--- config.mk ---
export PLATFORM = sky130hd
export DESIGN_NAME = aup_div_stage
export DESIGN_NICKNAME = d
export VERILOG_FILES = /design/src/sv/aup_pkg.sv /design/src/sv/aup_div_stage.sv
export SDC_FILE = /design/constraint.sdc
export NUM_CORES = 1
export LEC_CHECK = 0
export ABC_CLOCK_PERIOD_IN_PS = 900
export BUFFER_PORTS_ARGS = -buffer_cell sky130_fd_sc_hd__buf_2
export CORE_UTILIZATION = 45
export DETAILED_ROUTE_END_ITERATION = 10
export MAX_ROUTING_LAYER = met4
export PLACE_DENSITY = 0.77
export SETUP_SLACK_MARGIN = 0.3
export SYNTH_ARGS = -nofsm -noshare
export SYNTH_HDL_FRONTEND = slang
export SYNTH_SLANG_ARGS = --single-unit
--- constraint.sdc ---
create_clock -name clk -period 0.9 [get_ports clk]
set_input_delay 0.18 -clock clk [delete_from_list [all_inputs] [get_ports clk]]
set_output_delay 0.18 -clock clk [all_outputs]
set_load 0.03 [all_outputs]
--- src/sv/aup_pkg.sv ---
// Package for the inverted-alpha unpremultiply block: widths, constants,
// the structs that travel down the pipeline and the divider dividend bits.
// No dependencies.
`default_nettype none

package aup_pkg;

	// Component and datapath widths.
	localparam int unsigned CW     = 16;            // component width
	localparam int unsigned NW     = 8;             // narrow component width
	localparam int unsigned QW     = 49;            // quotient / reciprocal width
	localparam int unsigned RLO_W  = 25;            // low part of the reciprocal
	localparam int unsigned RHI_W  = QW - RLO_W;    // high part of the reciprocal
	localparam int unsigned PLO_W  = CW + RLO_W;    // low partial product width
	localparam int unsigned PHI_W  = CW + RHI_W;    // high partial product width
	localparam int unsigned NCOL   = 3;             // colour channels per pixel

	// Dividend shapes: 65535 << 33 in deep mode, 255 << 16 in narrow mode.
	localparam int unsigned DEEP_NUM_LSB   = 33;
	localparam int unsigned NARROW_NUM_LSB = 16;
	localparam int unsigned NARROW_NUM_MSB = 23;

	// Rounding bit and result position of each mode.
	localparam int unsigned DEEP_RND_BIT   = 32;
	localparam int unsigned NARROW_RND_BIT = 15;
	localparam int unsigned DEEP_SHIFT     = 33;
	localparam int unsigned NARROW_SHIFT   = 16;

	// Pixel context carried alongside the division, colours already masked.
	typedef struct packed {
		logic [CW-1:0] red;
		logic [CW-1:0] green;
		logic [CW-1:0] blue;
		logic [CW-1:0] alpha;
		logic          deep;
		logic          last;
	} aup_ctx_t;

	// One divider stage: context, partial remainder and partial quotient.
	typedef struct packed {
		logic          valid;
		aup_ctx_t      ctx;
		logic [CW-1:0] rem;
		logic [QW-1:0] quo;
	} aup_div_t;

	// Finished straight-alpha pixel.
	typedef struct packed {
		logic [CW-1:0] red;
		logic [CW-1:0] green;
		logic [CW-1:0] blue;
		logic [CW-1:0] alpha;
		logic          last;
	} aup_res_t;

	// Bit of the constant dividend at a given position for the chosen mode.
	function automatic logic num_bit(input logic deep, input int unsigned pos);
		logic b;
		if (deep) begin
			b = (pos >= DEEP_NUM_LSB);
		end else begin
			b = (pos >= NARROW_NUM_LSB) && (pos <= NARROW_NUM_MSB);
		end
		return b;
	endfunction

endpackage

`default_nettype wire

--- src/sv/aup_div_stage.sv ---
// One step of the pipelined restoring divider: brings down one dividend bit,
// compares with alpha and subtracts. Depends on aup_pkg.
`default_nettype none

module aup_div_stage #(
	parameter int unsigned POS = 0
) (
	input  wire               clk,
	input  wire               arst_n,
	input  wire               ce,
	input  aup_pkg::aup_div_t d,
	output aup_pkg::aup_div_t q
);
	import aup_pkg::*;

	logic [CW:0]   trial;
	logic          fits;
	logic [CW-1:0] rem_nxt;
	logic          valid_s1;
	aup_ctx_t      ctx_s1;
	logic [CW-1:0] rem_s1;
	logic [QW-1:0] quo_s1;

	// Shift the next dividend bit into the remainder and try the subtraction.
	always_comb begin
		trial   = {d.rem, num_bit(d.ctx.deep, POS)};
		fits    = (trial >= {1'b0, d.ctx.alpha});
		rem_nxt = fits ? CW'(trial - {1'b0, d.ctx.alpha}) : trial[CW-1:0];
	end

	// Valid bit is control and is reset; the rest is payload.
	always_ff @(posedge clk or negedge arst_n) begin
		if (!arst_n) begin
			valid_s1 <= 1'b0;
		end else if (ce) begin
			valid_s1 <= d.valid;
		end
	end

	always_ff @(posedge clk) begin
		if (ce) begin
			ctx_s1 <= d.ctx;
			rem_s1 <= rem_nxt;
			quo_s1 <= {d.quo[QW-2:0], fits};
		end
	end

	always_comb begin
		q.valid = valid_s1;
		q.ctx   = ctx_s1;
		q.rem   = rem_s1;
		q.quo   = quo_s1;
	end

endmodule

`default_nettype wire

# Word level (Yosys, flattened, before mapping)
# Cells that the tools add are included.
# op_classes
n_div,0
shifts,0
n_reduce_logical,0
bitwise_logic,0
mux,1
mul,0
eq_ne,0
n_addsub,1
magnitude_cmp,1
# op_table
operator,n
$ge 17x16->1,1
$mux 16,1
$sub 16x16->16,1
# word_totals
mem_bits_ro,0
out_inout_bits,132
in_bits,135
n_memories,0
latchBits,0
ramBits,0
word_cells,13
reg_bits,132

# Longest topological paths before layout
# depth
depth_word,2
ltp_mapped,10
depth_no_buf,8

# Least setup slack after synthesis
# No wires, ideal clock.
# synth_path
kind,input to register
from,input port d[75] (netlist bit)
to,"register rem_s1[10], data pin"
required_time_ns,0.640
setup_time_ns,0.260
path_slack_ns,-1.350
stages,10
path_buffers,2
arrival_time_ns,1.990
path_cell_list,inv_1 ha_1 buf_2 nand4_2 or2_4 a31oi_4 o21bai_2 a21boi_4 buf_12 mux2_4
# synth_via
elab_chain_cells,2
word_cells_on_any_way,3
classes_between,add/sub: 1; order compare: 1; mux: 1
# synth_rtl
item,line,rtl
from (decl),aup_div_stage.sv:11,"input aup_pkg::aup_div_t d,"
$ge 17x16->1,aup_div_stage.sv:27,"fits = (trial >= {1'b0, d.ctx.alpha});"
via fits,aup_div_stage.sv:17,logic fits;
$mux 16,aup_div_stage.sv:28,"rem_nxt = fits ? CW'(trial - {1'b0, d.ctx.alpha}) : trial[CW-1:0];"
via rem_nxt[10],aup_div_stage.sv:18,logic [CW-1:0] rem_nxt;
to (signal assigned),aup_div_stage.sv:43,rem_s1 <= rem_nxt;
to (decl),aup_div_stage.sv:21,logic [CW-1:0] rem_s1;
# The timed path passes the listed nets, and every way through them passes these cells.
# A chain may end at the register's enable or synchronous reset.

# Worst setup path after layout
# layout_path
from,input port d[70] (netlist bit)
to,"register rem_s1[4], data pin"
# layout_via
elab_chain_cells,2
word_cells_on_any_way,3
classes_between,add/sub: 1; order compare: 1; mux: 1
# layout_rtl
item,line
$sub 16x16->16 or $ge 17x16->1 (tied branches),"aup_div_stage.sv:28, aup_div_stage.sv:27"
$mux 16 (*),aup_div_stage.sv:28
via rem_nxt[4],aup_div_stage.sv:18
# The timed path passes the listed nets; every way through them passes the cells marked *.

==> impl_results.html <==
<table>
<tr><th>Metric</th><th>Value</th></tr>
<tr><th colspan="2">Floorplanning</th></tr>
<tr><td>Die Height</td><td>109 um</td></tr>
<tr><td>Cell row count</td><td>38</td></tr>
<tr><td>Core area</td><td>0.0110 mm2</td></tr>
<tr><td>Ports placed on the boundary</td><td>267</td></tr>
<tr><td>Starting Density</td><td>46.7%</td></tr>
<tr><td>DIE AREA</td><td>0.0118 mm2</td></tr>
<tr><td>Die Wd</td><td>around 110 um</td></tr>
<tr><th colspan="2">Placed design</th></tr>
<tr><td>Gpl congestion</td><td>0.878</td></tr>
<tr><td>Half-perimeter wire length after detailed placement</td><td>10600 um</td></tr>
<tr><td>Buffers on Ports</td><td>265</td></tr>
<tr><th colspan="2">Worst setup path</th></tr>
<tr><td>Reg-to-Reg Start</td><td>valid_s1</td></tr>
<tr><td>Sort of element at the end of the critical path</td><td>flop</td></tr>
<tr><td>Register-to-Register Path Depth</td><td>1</td></tr>
<tr><td>Crit path DAT</td><td>approximately 2 ns</td></tr>
<tr><td>Critical Path Start Type</td><td>primary input</td></tr>
<tr><td>Peak fanout along the critical path</td><td>7</td></tr>
<tr><td>Worst Setup Path Type</td><td>in -&gt; reg</td></tr>
<tr><td>Reg-to-reg critical path endpoint</td><td>valid_s1</td></tr>
<tr><td>Setup slack on the worst flop-to-flop path</td><td>0.11 ns</td></tr>
<tr><td>Data required time at the worst endpoint</td><td>1.06 ns</td></tr>
<tr><th colspan="2">Hold path</th></tr>
<tr><td>Worst hold path class</td><td>in -&gt; reg</td></tr>
<tr><td>Endpoint of the worst hold-timing path</td><td>quo_s1[46]</td></tr>
<tr><td>Min-Delay Startpoint</td><td>d[45]</td></tr>
<tr><td>Instance count along the most critical hold path</td><td>1</td></tr>
<tr><th colspan="2">Clock network</th></tr>
<tr><td>Count of hold buffers inserted by post-cts repair</td><td>1</td></tr>
<tr><td>Clock Latency Late Sink</td><td>0.41 ns</td></tr>
<tr><td>Clock tree from TritonCTS</td><td>done</td></tr>
<tr><td>H-tree lvl count</td><td>4</td></tr>
<tr><td>Max clock buf depth</td><td>2</td></tr>
<tr><td>Root buffer cell</td><td>sky130_fd_sc_hd__clkbuf_16</td></tr>
<tr><td>CTS clk-pin slew, worst paths</td><td>about 0.060 ns</td></tr>
<tr><td>Number of buffers added by the clock tree synthesis step</td><td>17</td></tr>
<tr><td># clock sinks</td><td>132</td></tr>
<tr><th colspan="2">Timing</th></tr>
<tr><td>Unrepaired setup endpoints after global routing</td><td>true</td></tr>
<tr><td>Transition at the pin with the smallest max-transition slack</td><td>around 0.48 ns</td></tr>
<tr><td>Worst hold margin</td><td>-0.0636 ns</td></tr>
<tr><td>Clock skew</td><td>0 ns</td></tr>
<tr><td>Fraction of the cycle the final worst path needs</td><td>208%</td></tr>
<tr><td>Tightest slew margin relative to the limit</td><td>67.9%</td></tr>
<tr><td>Final min period</td><td>1.87 ns</td></tr>
<tr><td>Max Slew Vio Count</td><td>0</td></tr>
<tr><td>Count of endpoints failing hold in the final timing report</td><td>108</td></tr>
<tr><td>Number of setup violations in the final report</td><td>about 150</td></tr>
<tr><td>Setup total negative slack</td><td>-46.37 ns</td></tr>
<tr><td>Timing-limited maximum frequency</td><td>535 MHz</td></tr>
<tr><td>Worst setup margin</td><td>-0.968 ns</td></tr>
<tr><th colspan="2">Status</th></tr>
<tr><td>Result of the run</td><td>finished, violations left</td></tr>
<tr><td>Violated checks</td><td>negative hold slack, negative setup slack</td></tr>
<tr><th colspan="2">Logic synthesis</th></tr>
<tr><td>Distinct cells, synth</td><td>45</td></tr>
<tr><td>XOR/XNOR share of the synthesized area</td><td>under 10%</td></tr>
<tr><td>Portion of netlist area occupied by mux cells</td><td>3.68%</td></tr>
<tr><td>Post-synth EDFFs</td><td>roughly 130</td></tr>
<tr><td>Syn avg cell area</td><td>approximately 18 um2</td></tr>
<tr><td>Complex-gate fraction of the synthesized area</td><td>under 10%</td></tr>
<tr><td>Warning count from the yosys run</td><td>0</td></tr>
<tr><td>Synth Cell Area</td><td>0.00513 mm2</td></tr>
<tr><td>Fraction of the mapped netlist area in adder cells</td><td>4.29%</td></tr>
<tr><td>Total of flip-flops plus latches after synthesis</td><td>132</td></tr>
<tr><td>Number of standard cells after synthesis</td><td>288</td></tr>
<tr><td>Share of flip-flops with an asynchronous set or reset</td><td>0.758%</td></tr>
<tr><td>Share of synthesized area occupied by flip-flops and latches</td><td>77.2%</td></tr>
<tr><td>Largest family of logic cells by synthesized area</td><td>compound AO/OA/AOI/OAI gates</td></tr>
<tr><td>Commonest register cell after synthesis</td><td>sky130_fd_sc_hd__edfxtp_1</td></tr>
<tr><td>Basic-gate share of the synthesized area counting and, or, nand and nor cells</td><td>4.59%</td></tr>
<tr><td>Net count of the mapped netlist</td><td>440</td></tr>
<tr><th colspan="2">Routing</th></tr>
<tr><td>Drc violations</td><td>0</td></tr>
<tr><td>First-pass detailed-route iteration total</td><td>4</td></tr>
<tr><td>Routed wirelength normalized by instance count</td><td>21.1 um</td></tr>
<tr><td>DRT antenna net count</td><td>0</td></tr>
<tr><td>Starting DRT DRC Count</td><td>201</td></tr>
<tr><td>DRT Wirelength</td><td>16900 um</td></tr>
<tr><td>Total vias in the final route</td><td>4099</td></tr>
<tr><td>Via density per instance</td><td>between 5 and 6</td></tr>
<tr><th colspan="2">Power</th></tr>
<tr><td>Areal power density over the cells</td><td>2050 mW/mm2</td></tr>
<tr><td>Largest vdd supply drop</td><td>approximately 0.0022 V</td></tr>
<tr><td>Leakage power total</td><td>between 0.003 and 0.004 uW</td></tr>
<tr><th colspan="2">GRT</th></tr>
<tr><td>Maximum number of pins on one net before global-route repair</td><td>38</td></tr>
<tr><td>Sum of overflow across all layers after global routing</td><td>0</td></tr>
<tr><td>Combined global-route utilization of all metal layers</td><td>28.6%</td></tr>
<tr><td>Number of global-route vias before repair</td><td>between 4000 and 5000</td></tr>
<tr><td>First-pass GRT wire length</td><td>23100 um</td></tr>
<tr><td>Antenna violations before repair</td><td>0</td></tr>
<tr><th colspan="2">Cells and area</th></tr>
<tr><td>Area taken by flip-flops and latches</td><td>0.00396 mm2</td></tr>
<tr><td>Total area of multi-input combinational cells</td><td>0.00140 mm2</td></tr>
<tr><td>Share of final-layout standard cells stronger than drive strength 1</td><td>roughly two thirds</td></tr>
<tr><td>Count of antenna diodes in the layout</td><td>0</td></tr>
<tr><td>Number of fillers in the final layout</td><td>532</td></tr>
<tr><td>Layout Nets</td><td>801</td></tr>
<tr><td>Synthesis-to-finish area growth</td><td>76.9%</td></tr>
<tr><th colspan="2">Run</th></tr>
<tr><td>Max-capacitance violation count</td><td>0</td></tr>
</table>
==> cell type report <==
class | count | area share, %
tap | 140 | 1.93
clock buffer | 17 | 4.69
inverter | 19 | 0.979
sequential | 132 | 43.6
multi-input combinational | 134 | 15.4
clock inverter | 15 | 1.27
timing repair buffer | 345 | 32.1
==> timing repair <==
| item | in CTS | in global routing |
|---|---|---|
| endpoints found under the setup margin | 150 | 150 |
| pin swaps | 13 | 24 |
| buffers inserted | 5 | 11 |
| resized for setup | 303 | 30 |
| endpoints found under the hold margin | 111 | 108 |
| cloned | 1 | 0 |
==> cell families (layout without fill, tap and decap cells) <==
kind of cell / after synthesis / in the layout
compound gates: 45 / 45
xor+xnor: 11 / 11
fa+ha+maj: 17 / 17
buf+inv: 22 / 396
flops: 132 / 132
mux: 15 / 15
simple gates: 46 / 46
==> critical path, stage by stage <==
cell and delay, ns:
sky130_fd_sc_hd__buf_2 0.09, sky130_fd_sc_hd__inv_1 0.06, sky130_fd_sc_hd__ha_4 0.30, sky130_fd_sc_hd__nand3_2 0.09, sky130_fd_sc_hd__o21bai_4 0.19, sky130_fd_sc_hd__a31oi_4 0.23, sky130_fd_sc_hd__o21bai_4 0.11, sky130_fd_sc_hd__a21boi_4 0.21
sky130_fd_sc_hd__buf_12 0.14, sky130_fd_sc_hd__buf_12 0.12, sky130_fd_sc_hd__mux2_4 0.30
==> registers in the layout (all words and copies together) (netlist names) <==
name      cells
quo_s1       49
rem_s1       16
q            66
valid_s1      1
==> through the flow <==
stage / area (um2) / util (%) / worst slack [ns] / total power, uW / cells
2_1_floorplan: 5230 / - / -1.26 / 9630 / 288
3_5_place_dp: 7210 / 65.6 / -1.51 / 11100 / 752
5_1_grt: 9070 / 82.6 / -1.03 / 19100 / 802
4_1_cts: 8870 / 80.7 / -0.940 / 18300 / 791
6_report: 9070 / 82.6 / -0.968 / 18600 / 802
3_3_place_gp: 7210 / 65.6 / -1.44 / 11000 / 752
==> worst max-delay path by stage <==
| stage | slack [ns] | cells past startpoint | startpoint | endpoint |
|---|---|---|---|---|
| global route | -1.03 | 10 | d[72] | rem_s1[5] |
| CTS | -0.94 | 10 | d[49] | rem_s1[5] |
| finish | -0.97 | 11 | d[70] | rem_s1[4] |
| floorplan | -1.26 | 10 | d[75] | rem_s1[10] |
| global placement | -1.44 | 10 | d[49] | rem_s1[12] |
| detailed placement | -1.51 | 10 | d[49] | rem_s1[12] |
==> power by group <==
part           switching (uW)  internal, uW  total, uW
logic                    2330          2210       4540
registers                 286          7420       7710
clock network            2600          3750       6350
total                    5220         13400      18600
==> cell usage after synthesis (2+ instances only) <==
library cell	number	share of area (%)
sky130_fd_sc_hd__edfxtp_1	131	77
sky130_fd_sc_hd__inv_1	19	1.4
sky130_fd_sc_hd__ha_1	16	3.9
sky130_fd_sc_hd__a21oi_1	11	1.1
sky130_fd_sc_hd__nor2_1	11	0.81
sky130_fd_sc_hd__nand2_1	10	0.73
sky130_fd_sc_hd__mux2_2	7	1.5
sky130_fd_sc_hd__o21ai_0	7	0.68
sky130_fd_sc_hd__mux2_4	6	1.8
sky130_fd_sc_hd__xnor2_1	6	1.0
sky130_fd_sc_hd__a21o_1	5	0.73
sky130_fd_sc_hd__nand3_1	5	0.49
sky130_fd_sc_hd__xor2_1	5	0.85
sky130_fd_sc_hd__a211oi_1	3	0.44
sky130_fd_sc_hd__and2_1	3	0.37
sky130_fd_sc_hd__nor2b_1	3	0.37
sky130_fd_sc_hd__nor3_1	3	0.29
sky130_fd_sc_hd__o211ai_1	3	0.44
sky130_fd_sc_hd__o21a_1	3	0.44
sky130_fd_sc_hd__or3_1	3	0.37
sky130_fd_sc_hd__mux2i_1	2	0.39
sky130_fd_sc_hd__nand2b_1	2	0.24
sky130_fd_sc_hd__o21bai_1	2	0.29
==> cells in the final DEF, fill, tap and decap left out, types with 3 or more instances in the layout <==
master                      Yosys  final
sky130_fd_sc_hd__inv_1         19     10
sky130_fd_sc_hd__clkinv_1       0      4
sky130_fd_sc_hd__clkinv_2       0      4
sky130_fd_sc_hd__o21a_1         3      3
sky130_fd_sc_hd__buf_2          1    123
sky130_fd_sc_hd__buf_12         1      5
sky130_fd_sc_hd__xnor2_1        6      6
sky130_fd_sc_hd__ha_4           0     12
sky130_fd_sc_hd__o211ai_1       3      3
sky130_fd_sc_hd__or3_1          3      3
sky130_fd_sc_hd__edfxtp_1     131    131
sky130_fd_sc_hd__nor2_1        11     10
sky130_fd_sc_hd__o21ai_0        7      5
sky130_fd_sc_hd__a21o_1         5      5
sky130_fd_sc_hd__buf_4          1     69
sky130_fd_sc_hd__buf_6          0    146
sky130_fd_sc_hd__inv_2          0      6
sky130_fd_sc_hd__ha_1          16      4
sky130_fd_sc_hd__mux2_4         6     12
sky130_fd_sc_hd__a21oi_1       11      9
sky130_fd_sc_hd__nand3_1        5      4
sky130_fd_sc_hd__nand2_1       10      9
sky130_fd_sc_hd__xor2_1         5      5
sky130_fd_sc_hd__clkbuf_16      0     17
==> per-layer routing <==
metal / global-route usage (%) / share of wire, % / vias up / routed length, um
met3: 8.13 / 7.1 / 33 / 1210
met5: - / 0 / - / 0
met1: 27.5 / 34 / 2013 / 5690
li1: - / - / 1829 / -
met2: 53.3 / 57 / 224 / 9600
met4: 11.8 / 2.6 / 0 / 441
(Power assumes the default switching activity.)
