$ cat src/sv/aup_pkg.sv
// Package for the inverted-alpha unpremultiply block: widths, constants,
// the structs that travel down the pipeline and the divider dividend bits.
// No dependencies.
`default_nettype none

package aup_pkg;

	// Component and datapath widths.
	localparam int unsigned CW     = 16;            // component width
	localparam int unsigned NW     = 8;             // narrow component width
	localparam int unsigned QW     = 49;            // quotient / reciprocal width
	localparam int unsigned RLO_W  = 25;            // low part of the reciprocal
	localparam int unsigned RHI_W  = QW - RLO_W;    // high part of the reciprocal
	localparam int unsigned PLO_W  = CW + RLO_W;    // low partial product width
	localparam int unsigned PHI_W  = CW + RHI_W;    // high partial product width
	localparam int unsigned NCOL   = 3;             // colour channels per pixel

	// Dividend shapes: 65535 << 33 in deep mode, 255 << 16 in narrow mode.
	localparam int unsigned DEEP_NUM_LSB   = 33;
	localparam int unsigned NARROW_NUM_LSB = 16;
	localparam int unsigned NARROW_NUM_MSB = 23;

	// Rounding bit and result position of each mode.
	localparam int unsigned DEEP_RND_BIT   = 32;
	localparam int unsigned NARROW_RND_BIT = 15;
	localparam int unsigned DEEP_SHIFT     = 33;
	localparam int unsigned NARROW_SHIFT   = 16;

	// Pixel context carried alongside the division, colours already masked.
	typedef struct packed {
		logic [CW-1:0] red;
		logic [CW-1:0] green;
		logic [CW-1:0] blue;
		logic [CW-1:0] alpha;
		logic          deep;
		logic          last;
	} aup_ctx_t;

	// One divider stage: context, partial remainder and partial quotient.
	typedef struct packed {
		logic          valid;
		aup_ctx_t      ctx;
		logic [CW-1:0] rem;
		logic [QW-1:0] quo;
	} aup_div_t;

	// Finished straight-alpha pixel.
	typedef struct packed {
		logic [CW-1:0] red;
		logic [CW-1:0] green;
		logic [CW-1:0] blue;
		logic [CW-1:0] alpha;
		logic          last;
	} aup_res_t;

	// Bit of the constant dividend at a given position for the chosen mode.
	function automatic logic num_bit(input logic deep, input int unsigned pos);
		logic b;
		if (deep) begin
			b = (pos >= DEEP_NUM_LSB);
		end else begin
			b = (pos >= NARROW_NUM_LSB) && (pos <= NARROW_NUM_MSB);
		end
		return b;
	endfunction

endpackage

`default_nettype wire

$ cat src/sv/aup_if.sv
// Valid/ready stream interfaces for pixels into and out of the block.
// Depends on aup_pkg for the component width.
`default_nettype none


interface aup_pix_out_if;
	logic                    valid;
	logic                    ready;
	logic [aup_pkg::CW-1:0]  red_out;
	logic [aup_pkg::CW-1:0]  green_out;
	logic [aup_pkg::CW-1:0]  blue_out;
	logic [aup_pkg::CW-1:0]  alpha_out;
	logic                    last_out;

	modport source (output valid, red_out, green_out, blue_out, alpha_out, last_out,
	                input ready);
	modport sink   (input valid, red_out, green_out, blue_out, alpha_out, last_out,
	                output ready);
endinterface

`default_nettype wire

$ cat src/sv/aup_skid.sv
// Output register with a skid entry. The pipeline advances only while the
// skid entry is empty, so the stall never reaches the input combinationally.
// Depends on aup_pkg and aup_if.
`default_nettype none

module aup_skid (
	input  wire               clk,
	input  wire               arst_n,
	input  wire               res_valid,
	input  aup_pkg::aup_res_t res,
	output logic              ce,
	aup_pix_out_if.source     pix_out
);
	import aup_pkg::*;

	logic     out_valid_q, skid_valid_q;
	aup_res_t out_q, skid_q;
	logic     push, take, out_free;

	// A beat leaves the pipeline only on a cycle the pipeline advances.
	assign ce       = !skid_valid_q;
	assign push     = res_valid && ce;
	assign take     = out_valid_q && pix_out.ready;
	assign out_free = !out_valid_q || take;

	// Occupancy of the output and skid entries.
	always_ff @(posedge clk or negedge arst_n) begin
		if (!arst_n) begin
			out_valid_q  <= 1'b0;
			skid_valid_q <= 1'b0;
		end else if (out_free) begin
			out_valid_q  <= skid_valid_q || push;
			skid_valid_q <= 1'b0;
		end else if (push) begin
			skid_valid_q <= 1'b1;
		end
	end

	// Payload moves with the occupancy above.
	always_ff @(posedge clk) begin
		if (out_free) begin
			out_q <= skid_valid_q ? skid_q : res;
		end else if (push) begin
			skid_q <= res;
		end
	end

	assign pix_out.valid     = out_valid_q;
	assign pix_out.red_out   = out_q.red;
	assign pix_out.green_out = out_q.green;
	assign pix_out.blue_out  = out_q.blue;
	assign pix_out.alpha_out = out_q.alpha;
	assign pix_out.last_out  = out_q.last;

endmodule

`default_nettype wire

$ cat src/flat_wrapper.sv
// flat-port wrapper written by rule: the top's interface ports become plain ports
module aup_skid_flat import aup_pkg::*;
  (clk, arst_n, res_valid, res, ce, pix_out_valid, pix_out_red_out, pix_out_green_out, pix_out_blue_out, pix_out_alpha_out, pix_out_last_out, pix_out_ready);
  aup_pix_out_if pix_out_i ();
  input  wire clk;
  input  wire arst_n;
  input  wire res_valid;
  input  aup_pkg::aup_res_t res;
  output logic ce;
  output wire logic [$bits(pix_out_i.valid)-1:0] pix_out_valid;
  output wire logic [$bits(pix_out_i.red_out)-1:0] pix_out_red_out;
  output wire logic [$bits(pix_out_i.green_out)-1:0] pix_out_green_out;
  output wire logic [$bits(pix_out_i.blue_out)-1:0] pix_out_blue_out;
  output wire logic [$bits(pix_out_i.alpha_out)-1:0] pix_out_alpha_out;
  output wire logic [$bits(pix_out_i.last_out)-1:0] pix_out_last_out;
  input wire logic [$bits(pix_out_i.ready)-1:0] pix_out_ready;
  assign pix_out_valid = pix_out_i.valid;
  assign pix_out_red_out = pix_out_i.red_out;
  assign pix_out_green_out = pix_out_i.green_out;
  assign pix_out_blue_out = pix_out_i.blue_out;
  assign pix_out_alpha_out = pix_out_i.alpha_out;
  assign pix_out_last_out = pix_out_i.last_out;
  assign pix_out_i.ready = pix_out_ready;
  aup_skid u_core (.clk(clk), .arst_n(arst_n), .res_valid(res_valid), .res(res), .ce(ce), .pix_out(pix_out_i));
endmodule
$ cat config.mk
export PLATFORM = sky130hd
export DESIGN_NAME = aup_skid_flat
export DESIGN_NICKNAME = d
export VERILOG_FILES = /design/src/sv/aup_pkg.sv /design/src/sv/aup_if.sv /design/src/sv/aup_skid.sv /design/src/flat_wrapper.sv
export SDC_FILE = /design/constraint.sdc
export NUM_CORES = 1
export LEC_CHECK = 0
export BUFFER_PORTS_ARGS = -buffer_cell sky130_fd_sc_hd__buf_4
export CORE_ASPECT_RATIO = 1.2
export CORE_MARGIN = 3
export CORE_UTILIZATION = 49
export DETAILED_ROUTE_END_ITERATION = 12
export GPL_ROUTABILITY_DRIVEN = 0
export PLACE_DENSITY = 0.75
export SLEW_MARGIN = 15
export SYNTH_ARGS = -nofsm -noshare
export SYNTH_HDL_FRONTEND = slang
export SYNTH_SLANG_ARGS = --single-unit
export TNS_END_PERCENT = 10
$ cat constraint.sdc
create_clock -name clk -period 11 [get_ports clk]
set_input_delay 0.55 -clock clk [delete_from_list [all_inputs] [get_ports clk]]
set_output_delay 0.55 -clock clk [all_outputs]
set_load 0.03 [all_outputs]
Word level (Yosys, flattened, before mapping)
Index checks and enable logic that the tools add are counted.
{ "totals": {"register_bits": 132, "inputBits": 69, "wordCells": 24} }
{ "op_classes": {"mux": 3, "bitwise": 1, "n_reduce_logical": 8} }
{ "op_table": {"columns": ["operator", "n"], "rows": [
  ["2-to-1 mux 65 bit", 1],
  ["logical AND 1 bit", 2],
  ["logical NOT 1 bit", 2],
  ["logical OR 1 bit", 2],
  ["2-to-1 mux 1 bit", 2],
  ["AND reduction 2 bit", 1],
  ["nonzero test 2 bit", 1],
  ["NOT 1 bit", 1]
]} }

Depth between registers and ports, before layout
Gate-level depths: netlist (run 1).
{ "depth": {"ltp_word": 4, "mapped_depth": 5, "depth_no_buf": 2} }

Worst setup path before layout (run 1)
No wires, ideal clock.
{ "synth_timing": {"path_kind": "input-to-reg", "from": "in pix_out_ready", "to": "reg u_core.skid_q[0] in the netlist's numbering (enable)", "arrival_time_ns": 7.034, "slack_ns": 3.385, "stages": 2, "path_buffers": 0, "path_cell_list": "nand2b_1 -> nor3b_1"} }
{ "synth_via": {"elab_chain_cells": 4} }
{ "synth_lines": {"columns": ["element", "line", "source"], "rows": [
  ["start, declared", "flat_wrapper.sv:16", "input wire logic [$bits(pix_out_i.ready)-1:0] pix_out_ready;"],
  ["logical AND 1 bit", "aup_skid.sv:23", "assign take = out_valid_q && pix_out.ready;"],
  ["logical OR 1 bit", "aup_skid.sv:24", "assign out_free = !out_valid_q || take;"],
  ["NOT 1 bit (no line)", null, null],
  ["AND reduction 2 bit (no line)", null, null],
  ["end signal, assigned", "aup_skid.sv:44", "skid_q <= res;"],
  ["end, declared", "aup_skid.sv:17", "aup_res_t out_q, skid_q;"]
]} }
No other way between the ends.
A chain may end at the register's enable or synchronous reset.

Final worst setup path (run 1)
{ "layout_timing": {"from": "reg u_core.out_valid_q (netlist: u_core.pix_out.valid)", "to": "reg u_core.skid_q[33] in the netlist's numbering (enable)"} }
{ "layout_via": {"elab_chain_cells": 4} }
{ "layout_lines": {"columns": ["element", "line", "source"], "rows": [
  ["start, declared", "aup_skid.sv:16", "logic out_valid_q, skid_valid_q;"],
  ["start signal, assigned", "aup_skid.sv:32", "out_valid_q <= skid_valid_q || push;"],
  ["logical NOT 1 bit or logical AND 1 bit (tied branches)", "aup_skid.sv:24, aup_skid.sv:23", null],
  ["logical OR 1 bit (*)", "aup_skid.sv:24", null],
  ["via u_core.out_free", "aup_skid.sv:18", "logic push, take, out_free;"],
  ["NOT 1 bit (no line) (*)", null, null],
  ["AND reduction 2 bit (no line) (*)", null, null]
]} }
The timed path passes the listed nets; every way through them passes the cells marked *.

==> results of run 1 <==
==> cell type report <==
class | instances | area (sq um) | share of cell area
multi-input combinational | 70 | 833 | 0.128
tap | 123 | 154 | 0.0237
timing repair buffer | 137 | 1030 | 0.159
clock inverter | 8 | 62.6 | 0.00965
inverter | 1 | 3.75 | 0.000579
sequential | 132 | 3960 | 0.610
clock buffer | 22 | 444 | 0.0685
==> worst max-delay path: stages, from the launching register on <==
cell,delay [ns]
sky130_fd_sc_hd__dfrtp_1,0.39
sky130_fd_sc_hd__nand2b_4,0.51
sky130_fd_sc_hd__nor3b_2,0.34
sky130_fd_sc_hd__buf_4,0.70
==> logic make-up after synthesis <==
group	Yosys count
buffers and inverters	9
muxes	65
DFF	132
and+or+nand+nor	5
==> worst max-delay path by stage <==
stage / startpoint / endpoint / slack [ns] / cells past startpoint
floorplan: pix_out_ready / u_core.skid_q[0] / 3.39 / 2
global placement: pix_out_ready / u_core.skid_q[25] / 8.31 / 4
detailed placement: pix_out_ready / u_core.skid_q[50] / 8.27 / 4
CTS: u_core.pix_out.valid / u_core.skid_q[62] / 8.60 / 3
global route: u_core.pix_out.valid / u_core.skid_q[33] / 8.46 / 3
finish: u_core.pix_out.valid / u_core.skid_q[33] / 8.65 / 3
==> timing repair <==
action,in CTS,in global routing
hold endpoints to repair,2,0
setup endpoints to repair,0,0
hold buffers,1,0
gates resized for setup,0,0
==> stage by stage <==
stage,power (mW),std cells
2_1_floorplan,0.711,211
3_3_place_gp,0.773,462
3_5_place_dp,0.776,462
4_1_cts,1.26,493
5_1_grt,1.30,493
6_report,1.25,493
==> synthesized netlist by cell type, drive strengths merged <==
master  instances
nor2            2
buf             8
nand2           1
nand2b          1
inv             1
edfxtp        130
nor3b           1
dfrtp           2
mux2           65
==> per-layer routing <==
layer | track usage | share of wire
met2 | 0.250 | 0.51
met1 | 0.196 | 0.42
met4 | 0.0964 | 0.019
met3 | 0.0534 | 0.053
met5 | 0 | 0
==> power by group <==
part           switching (mW)  internal (mW)  total [mW]
clock                   0.182          0.304       0.486
sequential             0.0182          0.597       0.615
combinational          0.0810         0.0684       0.149
total                   0.281          0.970        1.25
==> sequential cells by signal, summed over array words and instances, names as in the netlist <==
register                  count
u_core.pix_out.alpha_out     16
u_core.pix_out.blue_out      16
u_core.pix_out.green_out     16
u_core.pix_out.last_out       1
u_core.pix_out.red_out       16
u_core.pix_out.valid          1
u_core.skid_q                65
u_core.skid_valid_q           1
==> metrics.csv, run 1 <==
stage;metric;value;unit
clocking;clock slew seen by the registers of the worst setup and hold paths;0.05;ns
critical_path;source of the worst register-to-register timing path;u_core.pix_out.valid;
final_layout;top library cells by usage in the layout, fill and taps aside;sky130_fd_sc_hd__buf_4, sky130_fd_sc_hd__edfxtp_1, sky130_fd_sc_hd__mux2_2, sky130_fd_sc_hd__mux2_4, sky130_fd_sc_hd__clkbuf_16;
detailed_routing;number of antenna-violating nets in the routed design;0;
hold_path;number of stages on the worst hold path;1;
placement;placement-stage cell area;5970;sq um
global_route;final global-route overflow total;0;
timing;Final Skew;0.00826;ns
clocking;Max Buffers Root-to-Sink;2;
final_layout;share of layout cells above drive strength 1;0.614;
detailed_routing;count of TritonRoute iterations in the first routing pass;4;
hold_path;launch instance of the worst min-delay path;res[63];
yosys;multiplexer area fraction after synthesis;0.164;
critical_path;worst setup path category;flip-flop to flip-flop;
placement;worst slack after detailed placement;8.27;ns
timing;setup repair after global routing missed its margin;no;
timing;ratio of final minimum period to clock period;0.214;
yosys;fraction of post-synthesis cell area in the top cell type by area;0.806;
critical_path;Arrival @ worst endpoint;2.37;ns
yosys;Synthesized Nets;280;
floorplan;DIE AREA;11100;sq um
critical_path;element type at the critical path end;flip-flop;
detailed_routing;number of DRC violations after detailed-routing iteration 0;113;
yosys;simple-gate share of the synthesized area;0.00517;
detailed_routing;DR DRC count;0;
final_layout;number of inserted diodes;0;
yosys;Post-Synth XOR/XNOR Area;0;
final_layout;layout overhead on the synthesized area;33.9;%
timing;Worst Slack Setup Final;8.65;ns
critical_path;RR Endpoint;u_core.skid_q[33];
floorplan;Die Span Y;115;um
detailed_routing;routed via count;2428;
placement;IO Port Bufs;135;
global_route;wire length of the first global-routing pass;13400;um
timing;final hold viol count;0;
timing;max-slew violation count;0;
critical_path;Worst Setup Start Kind;flip-flop;
timing;upper clock frequency limit;425;MHz
status;outcome;finished, final reports clean;
yosys;number of synthesized register bits;132;
placement;HPWL after detailed placement;5330;um
pwr;Static Leakage;2.51;nW
timing;crit path time final;2.35;ns
timing;total negative slack;0;ns
clocking;post-CTS setup buffer count;0;
yosys;Cell Area, Synth;4840;sq um
yosys;area share of fa/ha/maj cells after synthesis;0;
timing;relative slew slack;0.329;
final_layout;post-route cell area;6490;sq um
detailed_routing;detail-routed via count per cell;4.92;
global_route;antenna violations before repair;0;
floorplan;placeable core region;9560;sq um
clocking;source-to-sink clock delay at the later pin of the worst-skew pair;0.40;ns
timing;Final Setup Violations;0;
hold_path;class of the tightest hold or removal check;primary input to flip-flop;
yosys;syn_area_per_cell;23.0;sq um
final_layout;filler cell count;680;
yosys;Compound-Gate Fraction of Synth Area;0;
hold_path;hold worst-path end;u_core.skid_q[63];
global_route;Total GRT Usage;0.160;
pwr;power per standard cell area;193;nW/um^2
yosys;largest family of logic cells by synthesized area;multiplexers;
detailed_routing;routed len/inst;17.2;um
detailed_routing;post-detailed-routing wire length;8490;um
yosys;share of synthesized area occupied by flip-flops and latches;0.816;
floorplan;io pins;136;
floorplan;# rows;39;
critical_path;critical path fanouts, max;68;
yosys;yosys warns;0;
timing;actual slew at the worst max-slew pin;1.01;ns
critical_path;flop2flop setup slack;8.65;ns
floorplan;die extent in x;96.8;um
final_layout;net count reported at finish;428;
global_route;pin count of the biggest net entering global routing;69;
yosys;main area contributors after synthesis;sky130_fd_sc_hd__edfxtp_1, sky130_fd_sc_hd__mux2_2, sky130_fd_sc_hd__mux2_4;
pwr;peak ir drop on the vdd network;0.104;mV
timing;worst hold slack after final layout;0.336;ns
floorplan;initial cell density of the core;0.506;
clocking;TritonCTS Sinks;132;
run;number of violations of the max-capacitance limit;0;
clocking;clock root cell;sky130_fd_sc_hd__clkbuf_16;
final_layout;most common cell after layout, fill and taps aside;sky130_fd_sc_hd__buf_4;
clocking;number of CTS-inserted buffers;17;
critical_path;data required time of the critical path;11.02;ns
final_layout;final core utilization;0.678;
yosys;number of distinct library cells after synthesis;11;
global_route;vias in the first global route;2559;
clocking;clock tree from TritonCTS;built;
critical_path;worst r2r path cells;3;
clocking;number of H-tree levels;4;
yosys;Post-Syn Instances;211;
yosys;area leader, netlist;sky130_fd_sc_hd__edfxtp_1;
Power figures use the tool's default switching activity.
==> inputs of run 2 (changes only) <==
--- a/config.mk
+++ b/config.mk
@@ -5,13 +5,14 @@
 export SDC_FILE = /design/constraint.sdc
 export NUM_CORES = 1
 export LEC_CHECK = 0
+export ABC_AREA = 1
 export BUFFER_PORTS_ARGS = -buffer_cell sky130_fd_sc_hd__buf_4
 export CORE_ASPECT_RATIO = 1.2
 export CORE_MARGIN = 3
-export CORE_UTILIZATION = 49
+export CORE_UTILIZATION = 46
 export DETAILED_ROUTE_END_ITERATION = 12
 export GPL_ROUTABILITY_DRIVEN = 0
-export PLACE_DENSITY = 0.75
+export PLACE_DENSITY = 0.74
 export SLEW_MARGIN = 15
 export SYNTH_ARGS = -nofsm -noshare
 export SYNTH_HDL_FRONTEND = slang
==> constraint.sdc (replaced) <==
create_clock -name clk -period 2 [get_ports clk]
set_input_delay 0.1 -clock clk [delete_from_list [all_inputs] [get_ports clk]]
set_output_delay 0.1 -clock clk [all_outputs]
set_load 0.03 [all_outputs]
==> run 2 against run 1 <==
  * Cell area rose by 11%
  * Final cell count up 42%
  * Power rose to 5.8 times the previous value
  * Largest power group unchanged
==> metrics.csv, run 2 <==
stage;metric;value;unit;change
yosys;main area contributors after synthesis;sky130_fd_sc_hd__edfxtp_1, sky130_fd_sc_hd__nand2_1, sky130_fd_sc_hd__buf_4;;
run;number of violations of the max-capacitance limit;0;;unchanged
floorplan;Die Span Y;118;um;+2.6%
floorplan;io pins;136;;unchanged
floorplan;die extent in x;99.3;um;+2.6%
critical_path;stages on the worst setup path;3;;unchanged
pwr;power share of the sequential group;0.466;;-0.026
final_layout;share of layout cells above drive strength 1;0.296;;-0.317
final_layout;Register Area;3960;sq um;about the same
final_layout;layout overhead on the synthesized area;49.5;%;
clocking;clock root cell;sky130_fd_sc_hd__clkbuf_16;;
global_route;Total GRT Usage;0.189;;+0.0286
yosys;fraction of post-synthesis cell area in the top cell type by area;0.813;;+0.00672
yosys;number of flops mapped to enable cells by yosys;130;;unchanged
critical_path;Critical Path Max Stage Delay;0.52;ns;-0.18 ns
detailed_routing;detail-routed via count per cell;4.68;;-4.9%
pwr;Switching Power;1.71;mW;+510%
timing;setup repair after global routing missed its margin;no;;
critical_path;timing startpoint of the critical path;u_core.skid_valid_q;;
critical_path;highest-delay cell along the critical path;sky130_fd_sc_hd__buf_4;;
timing;upper clock frequency limit;556;MHz;
global_route;final global-route overflow total;0;;unchanged
global_route;wire length of the first global-routing pass;16900;um;+27%
critical_path;Worst Setup Start Kind;flip-flop;;
critical_path;worst setup path category;flip-flop to output pin;;
yosys;most used standard cells in the synthesized netlist;sky130_fd_sc_hd__nand2_1, sky130_fd_sc_hd__edfxtp_1, sky130_fd_sc_hd__buf_2, sky130_fd_sc_hd__buf_4, sky130_fd_sc_hd__nor2_1;;
global_route;pin count of the biggest net entering global routing;67;;-2.9%
pwr;part of the power in the clock network;0.393;;+0.005
clocking;clock slew seen by the registers of the worst setup and hold paths;0.05;ns;about the same
pwr;Static Leakage;3.09;nW;+23%
yosys;number of distinct library cells after synthesis;8;;-3
detailed_routing;routed via count;3279;;+35%
placement;worst slack after detailed placement;0.460;ns;-7.81 ns
timing;crit path time final;1.80;ns;
timing;ratio of final minimum period to clock period;0.899;;
critical_path;buffers plus inverters on the worst setup path;3;;+2
clocking;TritonCTS Sinks;132;;unchanged
detailed_routing;number of DRC violations after detailed-routing iteration 0;157;;+39%
yosys;area leader, netlist;sky130_fd_sc_hd__edfxtp_1;;
yosys;Synthesized Nets;418;;+49%
detailed_routing;routed len/inst;15.2;um;-12%
clocking;source-to-sink clock delay at the later pin of the worst-skew pair;0.40;ns;about the same
yosys;syn_area_per_cell;13.8;sq um;-40%
critical_path;data required time of the critical path;1.90;ns;-9.12 ns
critical_path;worst r2r path cells;3;;unchanged
critical_path;Most Frequent Cell on Critical Path;sky130_fd_sc_hd__buf_4;;
final_layout;register name with the most flops;u_core.skid_q;;
pwr;Sw Ratio;0.237;;+0.0126
clocking;Max Buffers Root-to-Sink;2;;unchanged
timing;max-slew violation count;0;;unchanged
final_layout;most common cell after layout, fill and taps aside;sky130_fd_sc_hd__nand2_1;;
pwr;peak ir drop on the vdd network;0.620;mV;+500%
floorplan;# rows;40;;+2.6%
yosys;Cell Area, Synth;4800;sq um;-0.83%
floorplan;placeable core region;10100;sq um;+5.7%
hold_path;class of the tightest hold or removal check;primary input to async pin;;
timing;final hold viol count;0;;unchanged
pwr;Internal;5.51;mW;+470%
yosys;number of synthesized register bits;132;;unchanged
timing;Worst Slack Setup Final;0.201;ns;-8.45 ns
timing;relative slew slack;0.556;;+0.228
yosys;Async SR Flop Fraction;0.0152;;unchanged
critical_path;top cell family by delay on the critical path;buffers and inverters;;
detailed_routing;DR DRC count;0;;unchanged
clocking;post-CTS setup buffer count;0;;unchanged
critical_path;critical path fanouts, max;66;;-2.9%
timing;worst hold slack after final layout;0.0390;ns;-0.297 ns
yosys;most common flop cell mapped by yosys;sky130_fd_sc_hd__edfxtp_1;;
critical_path;critical path cell sequence;inv_2 > buf_4 > buf_4;;
detailed_routing;count of TritonRoute iterations in the first routing pass;4;;unchanged
status;outcome;finished, final reports clean;;
detailed_routing;post-detailed-routing wire length;10700;um;+26%
global_route;met2 layer usage reported by global route;0.320;;+0.0702
detailed_routing;number of antenna-violating nets in the routed design;0;;unchanged
final_layout;filler cell count;690;;+1.5%
timing;Final Skew;0.00508;ns;-0.00318 ns
clocking;post-cts sizing count;0;;unchanged
yosys;share of synthesized area occupied by flip-flops and latches;0.823;;+0.00680
final_layout;flip-flop count of the largest register, all copies and words added;65;;unchanged
clocking;number of H-tree levels;4;;unchanged
yosys;yosys warns;0;;unchanged
floorplan;DIE AREA;11700;sq um;+5.3%
pwr;proportion of power drawn by combinational gates;0.141;;+0.021
global_route;met3 track demand over resource in global routing;0.0611;;+0.00766
global_route;GR peak layer;met2;;
timing;actual slew at the worst max-slew pin;0.666;ns;-0.341 ns
final_layout;net count reported at finish;630;;+47%
final_layout;top library cells by usage in the layout, fill and taps aside;sky130_fd_sc_hd__nand2_1, sky130_fd_sc_hd__buf_4, sky130_fd_sc_hd__edfxtp_1, sky130_fd_sc_hd__dlygate4sd3_1, sky130_fd_sc_hd__clkbuf_16;;
critical_path;element type at the critical path end;output pin;;
global_route;antenna violations before repair;0;;unchanged
final_layout;number of inserted diodes;0;;unchanged
floorplan;initial cell density of the core;0.475;;-0.0313
timing;Final Setup Violations;0;;unchanged
placement;IO Port Bufs;135;;unchanged
clocking;number of CTS-inserted buffers;17;;unchanged
global_route;vias in the first global route;3461;;+35%
pwr;power per standard cell area;1010;nW/um^2;+420%
global_route;GR Util met1;0.220;;+0.0231
critical_path;Arrival @ worst endpoint;1.70;ns;-0.67 ns
yosys;most common cell in the synthesized netlist;sky130_fd_sc_hd__nand2_1;;
critical_path;source of the worst register-to-register timing path;u_core.pix_out.valid;;
clocking;clock tree from TritonCTS;built;;
yosys;Post-Syn Instances;349;;+65%
final_layout;combined area of the multi-input logic cells;778;sq um;-6.6%
placement;HPWL after detailed placement;6020;um;+13%
==> run 2: changes by cell type after synthesis, sizes merged <==
cell,change
nor3b,-1
inv,+1
nand2,+197
nor2,+1
buf,+6
mux2,-65
nand2b,-1
==> run 2: what timing repair did <==
item,CTS,global route
setup endpoints to repair,0,0
hold endpoints to repair,134,0
hold buffers,67,0
==> run 2: final timing paths <==
path | endpoint | slack (ns)
min | u_core.skid_valid_q | 0.04
min in group clk | u_core.skid_valid_q | 0.23
max in group asynchronous | u_core.pix_out.valid | 1.86
max reg2reg | u_core.skid_q[36] | 0.48
max | ce | 0.20
min reg2reg | u_core.pix_out.blue_out[2] | 0.51
==> run 2: layout make-up <==
type	count	area share
multi-input combinational	201	0.108
clock inverter	5	0.00732
sequential	132	0.551
clock buffer	27	0.0687
timing repair buffer	207	0.242
tap	126	0.0220
inverter	2	0.00105
==> run 2: cells by family (layout without fill, tap and decap cells) <==
logic type | after synthesis | count (layout) | synth area share
buffers and inverters | 16 | 241 | 0.0198
flip-flops | 132 | 132 | 0.823
AND/OR/NAND/NOR | 201 | 201 | 0.157
==> run 2: per-layer routing <==
layer | up-vias | part of all wire
met5 | - | 0
met4 | 0 | 0.018
met3 | 19 | 0.070
met2 | 146 | 0.52
met1 | 1510 | 0.40
li1 | 1604 | -
==> run 2: power groups by stage <==
stage               Combinational (mW)  Sequential, mW  Clock (mW)
floorplan                        0.227            3.70           0
global placement                 0.897            3.41           0
detailed placement               0.916            3.41           0
CTS                               1.02            3.36        2.89
global route                      1.10            3.38        3.03
finish                            1.02            3.37        2.84
==> run 2: metrics by stage <==
stage | setup TNS (ns) | power, mW | utilization | std cells | cell area (sq um)
finish | 0 | 7.22 | 0.710 | 700 | 7180
global placement | 0 | 4.31 | 0.590 | 601 | 5960
floorplan | -14.91 | 3.92 | - | 349 | 4830
global route | 0 | 7.50 | 0.710 | 700 | 7180
CTS | 0 | 7.28 | 0.710 | 700 | 7180
detailed placement | 0 | 4.33 | 0.590 | 601 | 5960
==> inputs of run 3 (changes only) <==
--- a/config.mk
+++ b/config.mk
@@ -7,12 +7,16 @@
 export LEC_CHECK = 0
 export ABC_AREA = 1
 export BUFFER_PORTS_ARGS = -buffer_cell sky130_fd_sc_hd__buf_4
+export CELL_PAD_IN_SITES_DETAIL_PLACEMENT = 0
+export CELL_PAD_IN_SITES_GLOBAL_PLACEMENT = 2
 export CORE_ASPECT_RATIO = 1.2
 export CORE_MARGIN = 3
-export CORE_UTILIZATION = 46
+export CORE_UTILIZATION = 31
 export DETAILED_ROUTE_END_ITERATION = 12
 export GPL_ROUTABILITY_DRIVEN = 0
-export PLACE_DENSITY = 0.74
+export GPL_TIMING_DRIVEN = 1
+export MAX_ROUTING_LAYER = met4
+export PLACE_DENSITY = 0.75
 export SLEW_MARGIN = 15
 export SYNTH_ARGS = -nofsm -noshare
 export SYNTH_HDL_FRONTEND = slang
==> run 3 against run 2 <==
  * Clock-buffer cell count is 7 lower
  * Combinational power hardly changed
  * Hold slack improved by 0.15 ns
  * Wire length increased by 1.6%
  * Sequential power about the same
  * Register-to-register slack better by 0.11 ns
  * Sequential share of layout area decreased by 1.3 points
  * Flip-flop and latch count unchanged
  * Final cell count grew 11%
  * Critical endpoint unchanged
  * Largest cell class unchanged
  * Highest routed layer unchanged
==> metrics.csv, run 3 (same netlist as run 2, synthesis figures left out) <==
stage;metric;value;unit;change
status;outcome;finished, final reports clean;;
hold_path;class of the tightest hold or removal check;primary input to flip-flop;;
placement;IO Port Bufs;135;;unchanged
clocking;number of CTS-inserted buffers;17;;unchanged
critical_path;flop2flop setup slack;0.59;ns;+0.11 ns
final_layout;number of inserted diodes;0;;unchanged
timing;total negative slack;0;ns;unchanged
detailed_routing;routed via count;3273;;-0.18%
clocking;TritonCTS Sinks;132;;unchanged
floorplan;die extent in x;120;um;+20%
global_route;pin count of the biggest net entering global routing;67;;unchanged
final_layout;final core utilization;0.488;;-0.222
clocking;source-to-sink clock delay at the later pin of the worst-skew pair;0.41;ns;about the same
timing;final hold viol count;0;;unchanged
detailed_routing;routed len/inst;13.9;um;-8.8%
final_layout;register name with the most flops;u_core.skid_q;;
clocking;number of buffers added to fix hold violations after cts;68;;+1.5%
detailed_routing;number of DRC violations after detailed-routing iteration 0;190;;+21%
floorplan;io pins;136;;unchanged
hold_path;hold worst-path end;u_core.skid_valid_q;;
clocking;post-cts sizing count;0;;unchanged
floorplan;DIE AREA;17000;sq um;+45%
pwr;peak ir drop on the vdd network;0.461;mV;-26%
critical_path;worst r2r path cells;4;;+1
final_layout;most common cell after layout, fill and taps aside;sky130_fd_sc_hd__nand2_1;;
placement;Cells after DPL;680;;+13%
detailed_routing;number of antenna-violating nets in the routed design;0;;unchanged
global_route;wire length of the first global-routing pass;17200;um;+1.8%
floorplan;# rows;49;;+23%
clocking;clock slew seen by the registers of the worst setup and hold paths;0.05;ns;about the same
critical_path;source of the worst register-to-register timing path;u_core.skid_valid_q;;
clocking;clock root cell;sky130_fd_sc_hd__clkbuf_16;;
critical_path;element type at the critical path end;output pin;;
global_route;vias in the first global route;3324;;-4.0%
floorplan;Die Span Y;142;um;+21%
final_layout;layout overhead on the synthesized area;53.2;%;
timing;actual slew at the worst max-slew pin;0.737;ns;+0.0707 ns
timing;worst hold slack after final layout;0.186;ns;+0.147 ns
clocking;post-CTS setup buffer count;0;;unchanged
timing;ratio of final minimum period to clock period;0.925;;+0.0259
timing;max-slew violation count;0;;unchanged
pwr;power per standard cell area;1020;nW/um^2;+1.5%
clocking;Max Buffers Root-to-Sink;2;;unchanged
detailed_routing;detail-routed via count per cell;4.20;;-10%
placement;HPWL after detailed placement;6730;um;+12%
floorplan;placeable core region;15100;sq um;+49%
detailed_routing;post-detailed-routing wire length;10800;um;+1.6%
critical_path;Worst Setup Start Kind;flip-flop;;
floorplan;initial cell density of the core;0.318;;-0.157
critical_path;RR Endpoint;u_core.pix_out.red_out[11];;
final_layout;combined area of the multi-input logic cells;778;sq um;unchanged
global_route;final global-route overflow total;0;;unchanged
final_layout;net count reported at finish;632;;+0.32%
final_layout;Post-Layout Cell Count;780;;+11%
final_layout;share of layout cells above drive strength 1;0.295;;-0.00103
hold_path;number of stages on the worst hold path;4;;
pwr;Static Leakage;3.11;nW;+0.80%
timing;upper clock frequency limit;540;MHz;-2.8%
detailed_routing;count of TritonRoute iterations in the first routing pass;4;;unchanged
final_layout;flip-flop count of the largest register, all copies and words added;65;;unchanged
detailed_routing;DR DRC count;0;;unchanged
timing;crit path time final;1.85;ns;+0.0518 ns
final_layout;top library cells by usage in the layout, fill and taps aside;sky130_fd_sc_hd__nand2_1, sky130_fd_sc_hd__buf_4, sky130_fd_sc_hd__edfxtp_1, sky130_fd_sc_hd__dlygate4sd3_1, sky130_fd_sc_hd__clkbuf_16;;
clocking;number of H-tree levels;4;;unchanged
timing;Final Setup Violations;0;;unchanged
critical_path;Arrival @ worst endpoint;1.75;ns;+0.05 ns
hold_path;launch instance of the worst min-delay path;pix_out_ready;;
timing;relative slew slack;0.509;;-0.0471
critical_path;critical path fanouts, max;66;;unchanged
run;number of violations of the max-capacitance limit;0;;unchanged
pwr;total power draw;7.52;mW;+4.1%
final_layout;filler cell count;1380;;+100%
critical_path;data required time of the critical path;1.90;ns;about the same
timing;setup repair after global routing missed its margin;no;;
clocking;clock tree from TritonCTS;built;;
global_route;antenna violations before repair;0;;unchanged
global_route;Total GRT Usage;0.138;;-0.0512
final_layout;Register Area;3960;sq um;unchanged
timing;Final Skew;0.00699;ns;+0.00191 ns
critical_path;worst setup path category;flip-flop to output pin;;
[run 3: cell count changes in the layout (fill, tap and decap cells not counted), sizes merged]
cell         previous run  this run
clkinv                  3         5
clkinvlp                1         3
bufinv                  1         4
clkbuf                 27        20
dlygate4sd3            67        68
buf                   140       141
[run 3: final cells by class]
class	instances	area share
Inverter	2	0.00102
Sequential cell	132	0.538
Timing Repair Buffer	209	0.240
Clock inverter	12	0.0219
Tap cell	204	0.0347
Clock buffer	20	0.0593
Multi-Input combinational cell	201	0.106
[run 3: critical path, cell delays in order, from the launching register on]
cell                      delay, ns
sky130_fd_sc_hd__dfrtp_2       0.40
sky130_fd_sc_hd__inv_2         0.05
sky130_fd_sc_hd__buf_4         0.56
sky130_fd_sc_hd__buf_4         0.28
[run 3: power by group]
group,switching (mW),leakage (nW),internal [mW]
registers,0.0637,1.28,3.30
clock network,1.07,0.278,2.06
logic,0.612,1.56,0.415
[run 3: metrics by stage]
stage                     instance area [sq um]  worst slack, ns
after global placement                     6080            0.547
final                                      7360            0.150
after detailed placement                   6080            0.551
after global routing                       7360           0.0378
after CTS                                  7360           0.0970
after floorplan                            4830           -0.229
[run 3: layer usage]
layer	part of all wire	up-vias	GRT usage
met5	0	-	-
met4	0.014	0	0.0561
met3	0.050	13	0.0465
met2	0.52	95	0.225
met1	0.42	1554	0.156
li1	-	1611	-
[run 3: worst max-delay path by stage]
stage	start	to	slack, ns
6_report	u_core.skid_valid_q	ce	0.15
4_1_cts	u_core.skid_valid_q	ce	0.1
2_1_floorplan	u_core.pix_out.valid	u_core.skid_q[0]	-0.23
3_5_place_dp	u_core.skid_valid_q	ce	0.55
3_3_place_gp	u_core.skid_valid_q	ce	0.55
5_1_grt	u_core.skid_valid_q	ce	0.04
